--- src/hw/rtl/stnl_pkg.sv ---
// Shared types, codes and constants of the nearest-symbol lookup table.
`timescale 1ns / 1ps
package stnl_pkg;

  localparam int unsigned STNL_MAX_SYMBOLS = 1024;
  localparam int unsigned VALUE_W = 32;
  localparam int unsigned TYPE_W  = 5;
  localparam int unsigned TAG_W   = 10;

  localparam logic [TYPE_W-1:0] NN_EXT     = 5'd1;
  localparam logic [TYPE_W-1:0] CLASS_MASK = 5'o36;
  localparam logic [TYPE_W-1:0] NN_TEXT    = 5'd4;
  localparam logic [TYPE_W-1:0] NN_DATA    = 5'd6;
  localparam logic [TYPE_W-1:0] NN_BSS     = 5'd8;

  localparam logic CFG_START = 1'b0;
  localparam logic CFG_END   = 1'b1;

  localparam logic [1:0] MODE_CODE     = 2'd0;
  localparam logic [1:0] MODE_SYMBOLIC = 2'd2;

  typedef enum logic [1:0] {
    OP_CLEAR = 2'd0,
    OP_LOAD  = 2'd1,
    OP_QUERY = 2'd2,
    OP_NONE  = 2'd3
  } op_e;

  typedef enum logic [2:0] {
    ST_ACCEPTED  = 3'd0,
    ST_FULL      = 3'd1,
    ST_OUT_RANGE = 3'd2,
    ST_CODE      = 3'd3,
    ST_DATA      = 3'd4,
    ST_FALLBACK  = 3'd5,
    ST_NONE      = 3'd6
  } status_e;

  typedef enum logic [3:0] {
    S_IDLE,
    S_GAP_INIT,
    S_SORT_J,
    S_GAP_DOWN,
    S_RDA,
    S_RDB,
    S_CMP,
    S_WRB,
    S_BS_INIT,
    S_BS,
    S_BS_CMP,
    S_WALK,
    S_WALK_CHK,
    S_DONE
  } state_e;

  typedef struct packed {
    logic [VALUE_W-1:0] value;
    logic [TYPE_W-1:0]  etype;
    logic [TAG_W-1:0]   tag;
  } entry_t;

endpackage

--- src/hw/rtl/stnl_ctrl.sv ---
// Sequencer for loading, shell sorting and nearest-symbol search over the entry memory.
`timescale 1ns / 1ps
module stnl_ctrl import stnl_pkg::*; #(
  parameter int unsigned MAX_SYMBOLS = STNL_MAX_SYMBOLS,
  parameter int unsigned IW = $clog2(MAX_SYMBOLS),
  parameter int unsigned CW = $clog2(MAX_SYMBOLS + 1)
) (
  input  logic               clk_i,
  input  logic               rst_ni,
  input  logic               in_valid_i,
  output logic               in_stall_o,
  input  logic [1:0]         operation_i,
  input  logic [VALUE_W-1:0] entry_value_i,
  input  logic [7:0]         entry_type_i,
  input  logic               last_entry_i,
  input  logic [VALUE_W-1:0] query_address_i,
  input  logic [1:0]         query_mode_i,
  input  logic [VALUE_W-1:0] start_address_i,
  input  logic [VALUE_W-1:0] end_address_i,
  output logic               res_ready_o,
  input  logic               res_free_i,
  output status_e            res_status_o,
  output logic [VALUE_W-1:0] res_value_o,
  output logic [TAG_W-1:0]   res_tag_o,
  output logic [VALUE_W-1:0] res_offset_o,
  output logic               mem_we_o,
  output logic [IW-1:0]      mem_waddr_o,
  output entry_t             mem_wdata_o,
  output logic [IW-1:0]      mem_raddr_o,
  input  entry_t             mem_rdata_i
);

  localparam int unsigned GW = CW + 2;

  state_e state_q, state_d;
  logic [CW-1:0] count_q, count_d;
  logic [CW-1:0] gap_q, gap_d;
  logic [GW-1:0] h_q, h_d;
  logic [CW-1:0] j_q, j_d;
  logic [CW-1:0] i_q, i_d;
  entry_t a_q, a_d;
  logic signed [CW:0] lo_q, lo_d, hi_q, hi_d, k_q, k_d;
  logic [CW-1:0] mid_q, mid_d;
  logic want_code_q, want_code_d;
  logic sym_q, sym_d;
  logic [VALUE_W-1:0] addr_q, addr_d;
  status_e status_q, status_d;
  logic [VALUE_W-1:0] value_q, value_d, offset_q, offset_d;
  logic [TAG_W-1:0] tag_q, tag_d;

  logic [GW-1:0] h_next;
  logic [CW:0] mid_sum;
  logic [CW-1:0] i_gap;
  logic [TYPE_W-1:0] cls;
  logic match;

  assign h_next  = (h_q << 1) + h_q + GW'(1);
  assign mid_sum = {1'b0, lo_q[CW-1:0]} + {1'b0, hi_q[CW-1:0]};
  assign i_gap   = i_q + gap_q;
  assign cls     = mem_rdata_i.etype & CLASS_MASK;
  assign match   = ((mem_rdata_i.etype & NN_EXT) != '0) &&
                   (want_code_q ? (cls == NN_TEXT) : (cls == NN_DATA || cls == NN_BSS));

  always_ff @(posedge clk_i or negedge rst_ni) begin
    if (!rst_ni) begin
      state_q <= S_IDLE;
      count_q <= '0;
    end else begin
      state_q <= state_d;
      count_q <= count_d;
    end
  end

  always_ff @(posedge clk_i) begin
    gap_q       <= gap_d;
    h_q         <= h_d;
    j_q         <= j_d;
    i_q         <= i_d;
    a_q         <= a_d;
    lo_q        <= lo_d;
    hi_q        <= hi_d;
    k_q         <= k_d;
    mid_q       <= mid_d;
    want_code_q <= want_code_d;
    sym_q       <= sym_d;
    addr_q      <= addr_d;
    status_q    <= status_d;
    value_q     <= value_d;
    tag_q       <= tag_d;
    offset_q    <= offset_d;
  end

  always_comb begin
    state_d     = state_q;
    count_d     = count_q;
    gap_d       = gap_q;
    h_d         = h_q;
    j_d         = j_q;
    i_d         = i_q;
    a_d         = a_q;
    lo_d        = lo_q;
    hi_d        = hi_q;
    k_d         = k_q;
    mid_d       = mid_q;
    want_code_d = want_code_q;
    sym_d       = sym_q;
    addr_d      = addr_q;
    status_d    = status_q;
    value_d     = value_q;
    tag_d       = tag_q;
    offset_d    = offset_q;
    in_stall_o  = 1'b1;
    res_ready_o = 1'b0;
    mem_we_o    = 1'b0;
    mem_waddr_o = '0;
    mem_wdata_o = '0;
    mem_raddr_o = '0;

    unique case (state_q)
      S_IDLE: begin
        in_stall_o = 1'b0;
        if (in_valid_i) begin
          status_d = ST_ACCEPTED;
          value_d  = '0;
          tag_d    = '0;
          offset_d = '0;
          addr_d   = query_address_i;
          state_d  = S_DONE;
          unique case (op_e'(operation_i))
            OP_CLEAR: count_d = '0;
            OP_LOAD: begin
              if (count_q < CW'(MAX_SYMBOLS)) begin
                mem_we_o          = 1'b1;
                mem_waddr_o       = count_q[IW-1:0];
                mem_wdata_o.value = entry_value_i;
                mem_wdata_o.etype = entry_type_i[TYPE_W-1:0];
                mem_wdata_o.tag   = TAG_W'(count_q);
                count_d           = count_q + CW'(1);
              end else begin
                status_d = ST_FULL;
              end
              if (last_entry_i) begin
                gap_d   = CW'(1);
                h_d     = GW'(4);
                state_d = S_GAP_INIT;
              end
            end
            OP_QUERY: begin
              want_code_d = (query_mode_i == MODE_CODE) || (query_mode_i == MODE_SYMBOLIC);
              sym_d       = (query_mode_i == MODE_SYMBOLIC);
              if (query_mode_i == MODE_SYMBOLIC &&
                  (query_address_i < start_address_i || query_address_i > end_address_i)) begin
                status_d = ST_OUT_RANGE;
              end else begin
                state_d = S_BS_INIT;
              end
            end
            default: status_d = ST_ACCEPTED;
          endcase
        end
      end
      S_GAP_INIT: begin
        if (h_next < GW'(count_q)) begin
          gap_d = CW'(h_q);
          h_d   = h_next;
        end else begin
          j_d     = gap_q;
          state_d = S_SORT_J;
        end
      end
      S_SORT_J: begin
        if (j_q < count_q) begin
          i_d     = j_q - gap_q;
          state_d = S_RDA;
        end else if (gap_q == CW'(1)) begin
          state_d = S_DONE;
        end else begin
          h_d     = GW'(1);
          state_d = S_GAP_DOWN;
        end
      end
      S_GAP_DOWN: begin
        if (h_next < GW'(gap_q)) begin
          h_d = h_next;
        end else begin
          gap_d   = CW'(h_q);
          j_d     = CW'(h_q);
          state_d = S_SORT_J;
        end
      end
      S_RDA: begin
        mem_raddr_o = i_q[IW-1:0];
        state_d     = S_RDB;
      end
      S_RDB: begin
        a_d         = mem_rdata_i;
        mem_raddr_o = i_gap[IW-1:0];
        state_d     = S_CMP;
      end
      S_CMP: begin
        if (a_q.value <= mem_rdata_i.value) begin
          j_d     = j_q + CW'(1);
          state_d = S_SORT_J;
        end else begin
          mem_we_o    = 1'b1;
          mem_waddr_o = i_q[IW-1:0];
          mem_wdata_o = mem_rdata_i;
          state_d     = S_WRB;
        end
      end
      S_WRB: begin
        mem_we_o    = 1'b1;
        mem_waddr_o = i_gap[IW-1:0];
        mem_wdata_o = a_q;
        if (i_q >= gap_q) begin
          i_d     = i_q - gap_q;
          state_d = S_RDA;
        end else begin
          j_d     = j_q + CW'(1);
          state_d = S_SORT_J;
        end
      end
      S_BS_INIT: begin
        lo_d    = '0;
        hi_d    = {1'b0, count_q} - {{CW{1'b0}}, 1'b1};
        state_d = S_BS;
      end
      S_BS: begin
        if (lo_q <= hi_q) begin
          mid_d       = mid_sum[CW:1];
          mem_raddr_o = mid_sum[IW:1];
          state_d     = S_BS_CMP;
        end else begin
          k_d     = hi_q;
          state_d = S_WALK;
        end
      end
      S_BS_CMP: begin
        if (addr_q < mem_rdata_i.value) begin
          hi_d = {1'b0, mid_q} - {{CW{1'b0}}, 1'b1};
        end else begin
          lo_d = {1'b0, mid_q} + {{CW{1'b0}}, 1'b1};
        end
        state_d = S_BS;
      end
      S_WALK: begin
        if (!k_q[CW]) begin
          mem_raddr_o = k_q[IW-1:0];
          state_d     = S_WALK_CHK;
        end else if (sym_q && want_code_q) begin
          want_code_d = 1'b0;
          k_d         = hi_q;
        end else if (sym_q) begin
          status_d = ST_FALLBACK;
          offset_d = addr_q - start_address_i;
          state_d  = S_DONE;
        end else begin
          status_d = ST_NONE;
          state_d  = S_DONE;
        end
      end
      S_WALK_CHK: begin
        if (match) begin
          status_d = want_code_q ? ST_CODE : ST_DATA;
          value_d  = mem_rdata_i.value;
          tag_d    = mem_rdata_i.tag;
          offset_d = addr_q - mem_rdata_i.value;
          state_d  = S_DONE;
        end else begin
          k_d     = k_q - {{CW{1'b0}}, 1'b1};
          state_d = S_WALK;
        end
      end
      S_DONE: begin
        if (res_free_i) begin
          res_ready_o = 1'b1;
          state_d     = S_IDLE;
        end
      end
      default: state_d = S_IDLE;
    endcase
  end

  assign res_status_o = status_q;
  assign res_value_o  = value_q;
  assign res_tag_o    = tag_q;
  assign res_offset_o = offset_q;

endmodule

--- config.mk ---
export PLATFORM = sky130hd
export DESIGN_NAME = stnl_ctrl
export DESIGN_NICKNAME = d
export VERILOG_FILES = /design/src/hw/rtl/stnl_pkg.sv /design/src/hw/rtl/stnl_ctrl.sv
export SDC_FILE = /design/constraint.sdc
export NUM_CORES = 1
export LEC_CHECK = 0
export ABC_AREA = 1
export BUFFER_PORTS_ARGS = -buffer_cell sky130_fd_sc_hd__buf_4
export CAP_MARGIN = 20
export CORE_MARGIN = 2
export CORE_UTILIZATION = 47
export CTS_BUF_LIST = sky130_fd_sc_hd__clkbuf_8 sky130_fd_sc_hd__clkbuf_16
export CTS_CLUSTER_DIAMETER = 50
export DETAILED_ROUTE_END_ITERATION = 16
export PLACE_DENSITY = 0.66
export SLEW_MARGIN = 40
export SYNTH_ARGS = -nofsm -noshare
export SYNTH_HDL_FRONTEND = slang
export SYNTH_SLANG_ARGS = --single-unit
--- constraint.sdc ---
create_clock -name clk_i -period 12.7 [get_ports clk_i]
set_clock_uncertainty 0.15 [all_clocks]
set_input_delay 1.905 -clock clk_i [delete_from_list [all_inputs] [get_ports clk_i]]
set_output_delay 1.905 -clock clk_i [all_outputs]
set_load 0.02 [all_outputs]
; ---- After elaboration in Yosys (flattened, before gate mapping)
; Cells that the tools add are included.
; Widths: inputs -> output; s select.
[classes]
add_sub_neg = 14
order_cmp = 10
eq_ne = 46
mux = 96
reduce_logical = 37
[op_table]
columns = op, count
row1 = $mux 32, 6
row2 = $mux 47, 4
row3 = $pmux 47 s3, 1
row4 = $mux 11, 11
row5 = $pmux 32 s3, 1
row6 = $mux 13, 7
row7 = $mux 10, 8
row8 = $mux 12, 6
row9 = $lt 32x32->1, 2
row10 = $pmux 32 s2, 1
row11 = $sub 32x32->32, 2
row12 = $pmux 13 s4, 1
row13 = $pmux 4 s13, 1
row14 = $pmux 12 s2, 2
row15 = $ne 2x2->1 const B, 23
row16 = $pmux 11 s2, 2
row17 = $pmux 11 s4, 1
row18 = $pmux 10 s4, 1
row19 = $mux 4, 9
row20 = $pmux 12 s3, 1
row21 = $pmux 11 s3, 1
row22 = $gt 32x32->1, 1
row23 = $le 32x32->1, 1
row24 = $pmux 10 s3, 1
row25 = other kinds (46), 109
[word_totals]
register_bits = 266
inputBits = 192
output_inout_bits = 147

; ---- Depth between registers and ports, before layout
[logic_depth]
ltp_word = 7
depth_mapped = 20

; ---- Worst setup path before layout
; OpenSTA, ideal clock, no wires.
[synth_timing]
path_type = input port to flip-flop
start = in mem_rdata_i[14] in the netlist's numbering
end = reg tag_q[0] (netlist: res_tag_o[0]) (enable)
arrival_time_ns = 5.533
t_required_ns = 12.045
path_slack_ns = 6.513
cell_stages = 5
n_path_buf = 0
path_cell_list = a211oi_1 o311ai_0 nand2_1 inv_1 a211oi_1
[synth_via]
elab_chain_len = 6
elab_cells_between_ends = 8
[synth_rtl]
columns = item, line
row1 = "start, declared", stnl_ctrl.sv:30  ; input entry_t mem_rdata_i
row2 = $eq 4x2->1 or $eq 4x3->1 (tied branches), stnl_ctrl.sv:62  ; (want_code_q ? (cls == NN_TEXT) : (cls == NN_DATA || cls == NN_BSS));
row3 = $logic_or 1x1->1, stnl_ctrl.sv:62
row4 = $mux 1 *, stnl_ctrl.sv:62
row5 = $logic_and 1x1->1 *, stnl_ctrl.sv:61  ; assign match = ((mem_rdata_i.etype & NN_EXT) != '0) &&
row6 = $ne 2x2->1 (no line) *, -
row7 = $reduce_and 3->1 (no line) *, -
row8 = "end signal, assigned", stnl_ctrl.sv:89  ; tag_q <= tag_d;
row9 = "end, declared", stnl_ctrl.sv:49  ; logic [TAG_W-1:0] tag_q, tag_d;
; Mark *: on every way between the ends. The rest lies on a longest branch, timed or not.
; A chain may end at the register's enable or synchronous reset.

==> impl_metrics.py <==
metrics = {
    "status": {
        "run_status": "finished, final reports clean",
    },
    "clock_tree": {
        "clockBufferDepth": 3,
        "clock-sinks": 266,
        "cts_resized": 0,
        "cts_buffers": 41,
        "hold_buffers": 0,
        "clockRootBuffer": "clkbuf_16",
        "clkTransAtPathRegs_ns": 0.06,
        "clock_latency_ns": 0.58,
        "cts_tree": "built",
        "cts_setup_buffers": 0,
        "cts_max_level": 2,
    },
    "global_route": {
        "antenna_found_initial": 1,
        "grt_pass1_vias": 19739,
        "grt_start_max_net_pins": 54,
        "overflow": 0,
        "grt_pass1_wl_um": 114000,
        "grt_usage_pct": 31.6,
    },
    "floorplanning": {
        "io_pins": 339,
        "die_w_um": 218,
        "dieHeight_um": 218,
        "dieArea_um2": 47400,
        "start_util_pct": 47.5,
        "core_um2": 45200,
        "row_count": 78,
    },
    "routing": {
        "dr.pass1.iters": 5,
        "dr_wl_met2_um": 32900,
        "antenna_left": 0,
        "drcViolationCount": 0,
        "drt_iter0_drc": 1905,
        "vias": 20764,
        "routed_via_density": 5.64,
        "routed_wl_um": 76100,
        "wl_met1_um": 34200,
        "dr.max_layer_used": "met5",
        "wl_per_cell_um": 20.7,
        "wl_met3_um": 7220,
    },
    "power_and_ir_drop": {
        "vdd_drop_max_v": 0.000170,
        "power_uw": 6100,
        "p_leak_uw": 0.0123,
        "powerDensity_nw_per_um2": 233,
    },
    "synth": {
        "synth_xor_area_share_pct": 2.33,
        "synth_edf_count": 251,
        "postSynth.asyncResetShare_pct": 5.64,
        "ys_seq_elements": 266,
        "synth_area_leaders": "edfxtp_1 (35%), ha_1 (15%), nand2_1 (9.3%)",
        "synth_area_um2": 21500,
        "synth_top_family_by_area": "simple AND/OR/NAND/NOR gates",
        "syn_nets": 3155,
        "seq_area_frac_synth_pct": 36.9,
        "synthMuxAreaShare_pct": 0.0466,
        "synth_compound_area_share_pct": 15.7,
        "synth_cells": 2695,
        "netlist-cell-type-count": 57,
        "yosys.area.top_type_share_pct": 35.1,
        "synth_ff_type": "edfxtp_1",
        "synthSimpleGateAreaFrac_pct": 21.0,
        "yosysTopAreaCell": "edfxtp_1",
        "synth_warnings": 0,
        "synth_fa_ha_area_share_pct": 15.9,
        "synth.avg_cell_area_um2": 7.96,
    },
    "flow_run": {
        "maxCapViolCount": 0,
    },
    "setup_path": {
        "path_class": "in2out",
        "crit_fanout": 50,
        "worstPathRequired_ns": 10.64,
        "cp-start-kind": "input pin",
        "cp.arrival_ns": 5.02,
        "r2r_cells": 16,
        "endpoint_kind": "primary output",
    },
    "min_path": {
        "min_path_type": "reg2reg",
        "min_path_cells": 1,
    },
    "sta": {
        "slew_violations": 0,
        "fin_crit_ns": 7.07,
        "fin_setup_tns_ns": 0,
        "worstMarginPinSlew_ns": 0.849,
        "finalSetupViolations": 0,
        "rsz0062_at_grt": "false",
        "min_period_over_period_pct": 55.7,
        "slew_headroom_pct": 43.3,
        "hold_violations": 0,
        "fin_ws_ns": 5.63,
        "whs_ns": 0.387,
        "fmax_ghz": 0.141,
    },
    "layout": {
        "diodes": 0,
        "finish.net_count": 3510,
        "drive_gt1_share_pct": 15.1,
        "area_growth_pct": 21.7,
        "postLayoutCellArea_um2": 26100,
        "nFillCells": 4133,
    },
    "placement": {
        "place_hpwl_um": 61500,
        "place_area_um2": 24700,
        "dp_slack_ns": 5.79,
        "place.gp.congestion": 0.982,
        "portBuffers": 335,
    },
}
metrics by stage:
stage / std cells / util, %
4_1_cts: 3681 / 57.8
3_3_place_gp: 3607 / 54.7
5_1_grt: 3681 / 57.8
2_1_floorplan: 2695 / -
3_5_place_dp: 3607 / 54.7
6_report: 3681 / 57.8
path summary, 6_finish.rpt:
path                            startpoint         endpoint  slack, ns
hold / removal                  count_q[0]       count_q[0]       0.39
setup / recovery           mem_rdata_i[34]  mem_wdata_o[34]       5.63
hold reg to reg                 count_q[0]       count_q[0]       0.39
max in group asynchronous           rst_ni       count_q[3]      11.16
setup reg to reg                    h_q[3]        gap_q[10]       8.77
min in group asynchronous           rst_ni       count_q[0]       1.04
layout make-up:
class / count / area [um^2] / area share [%]
flip-flops and latches: 266 / 7910 / 30.3
multi-input cells: 1972 / 11900 / 45.4
well taps: 600 / 751 / 2.87
clock buffers: 41 / 1030 / 3.93
inverters: 417 / 1570 / 5.99
repair buffers: 352 / 2640 / 10.1
clock inverters: 33 / 362 / 1.38
cells in the final DEF, fill, tap and decap left out, drive strengths merged, types with 2 or more instances in the layout:
| cell | Yosys | routed |
|---|---|---|
| a211oi | 8 | 8 |
| a21boi | 7 | 7 |
| a21o | 14 | 14 |
| a21oi | 221 | 221 |
| a221oi | 2 | 2 |
| a22oi | 38 | 38 |
| a31oi | 8 | 8 |
| and3 | 4 | 4 |
| buf | 17 | 352 |
| bufinv | 0 | 5 |
| clkbuf | 23 | 41 |
| clkinv | 4 | 8 |
| clkinvlp | 0 | 9 |
| dfrtp | 15 | 15 |
| edfxtp | 251 | 251 |
| fa | 7 | 7 |
| ha | 261 | 261 |
| inv | 413 | 428 |
| nand2 | 534 | 534 |
| nand3 | 110 | 110 |
| nand3b | 16 | 16 |
| nand4 | 35 | 35 |
| nor2 | 282 | 282 |
| nor3 | 51 | 51 |
| nor3b | 5 | 5 |
| nor4 | 15 | 15 |
| o2111ai | 10 | 10 |
| o211ai | 23 | 23 |
| o21a | 14 | 14 |
| o21ai | 197 | 197 |
| o21bai | 12 | 12 |
| o221ai | 14 | 14 |
| o22ai | 10 | 10 |
| o32ai | 2 | 2 |
| or2 | 10 | 10 |
| xnor2 | 23 | 23 |
| xor2 | 34 | 34 |
worst max-delay path: stages:
cell and delay [ns]:
buf_4 0.12, inv_1 0.16, ha_1 0.28, a21oi_1 0.20, o21ai_0 0.12, nand2_1 0.18, nand2_1 0.07, a21oi_1 0.46
nand2_1 0.13, nand2_2 0.09, buf_4 0.55, o21ai_0 0.44, buf_4 0.28
report_power, final:
group | internal [uW] | switching, uW | leakage, uW
sequential | 1410 | 222 | 0.00254
clock | 704 | 459 | 0.000669
combinational | 1140 | 2160 | 0.00906
total | 3260 | 2840 | 0.0123
cells in the mapped netlist, types with 15 or more instances:
cell / number
dfrtp_1: 15
a21oi_1: 221
o21ai_1: 28
a22oi_1: 38
nand3_1: 109
o21ai_0: 165
nand3b_1: 15
xor2_1: 34
clkbuf_1: 23
o211ai_1: 23
xnor2_1: 23
nand4_1: 34
nor2_1: 277
nand2_1: 533
inv_1: 400
ha_1: 261
nor4_1: 15
nor3_1: 50
edfxtp_1: 251
sequential cells by signal (all words and copies together) (netlist names), 12 cells and up:
| signal | count |
|---|---|
| a_q | 47 |
| addr_q | 32 |
| h_q | 13 |
| hi_q | 12 |
| k_q | 12 |
| lo_q | 12 |
| res_offset_o | 32 |
| res_value_o | 32 |
cell families (layout without fill, tap and decap cells):
family          after synthesis  count (layout)
simple gates               1063            1063
compound gates              583             583
buf+inv                     457             843
fa+ha+maj                   268             268
flops                       266             266
xor+xnor                     57              57
mux                           1               1
per-layer routing:
| layer | vias up | GRT usage [%] |
|---|---|---|
| met5 | - | 0 |
| li1 | 9977 | - |
| met4 | 2 | 8.68 |
| met2 | 955 | 48.5 |
| met1 | 9720 | 45.6 |
| met3 | 110 | 5.90 |
No activity file was read; power rests on OpenSTA's default activity.
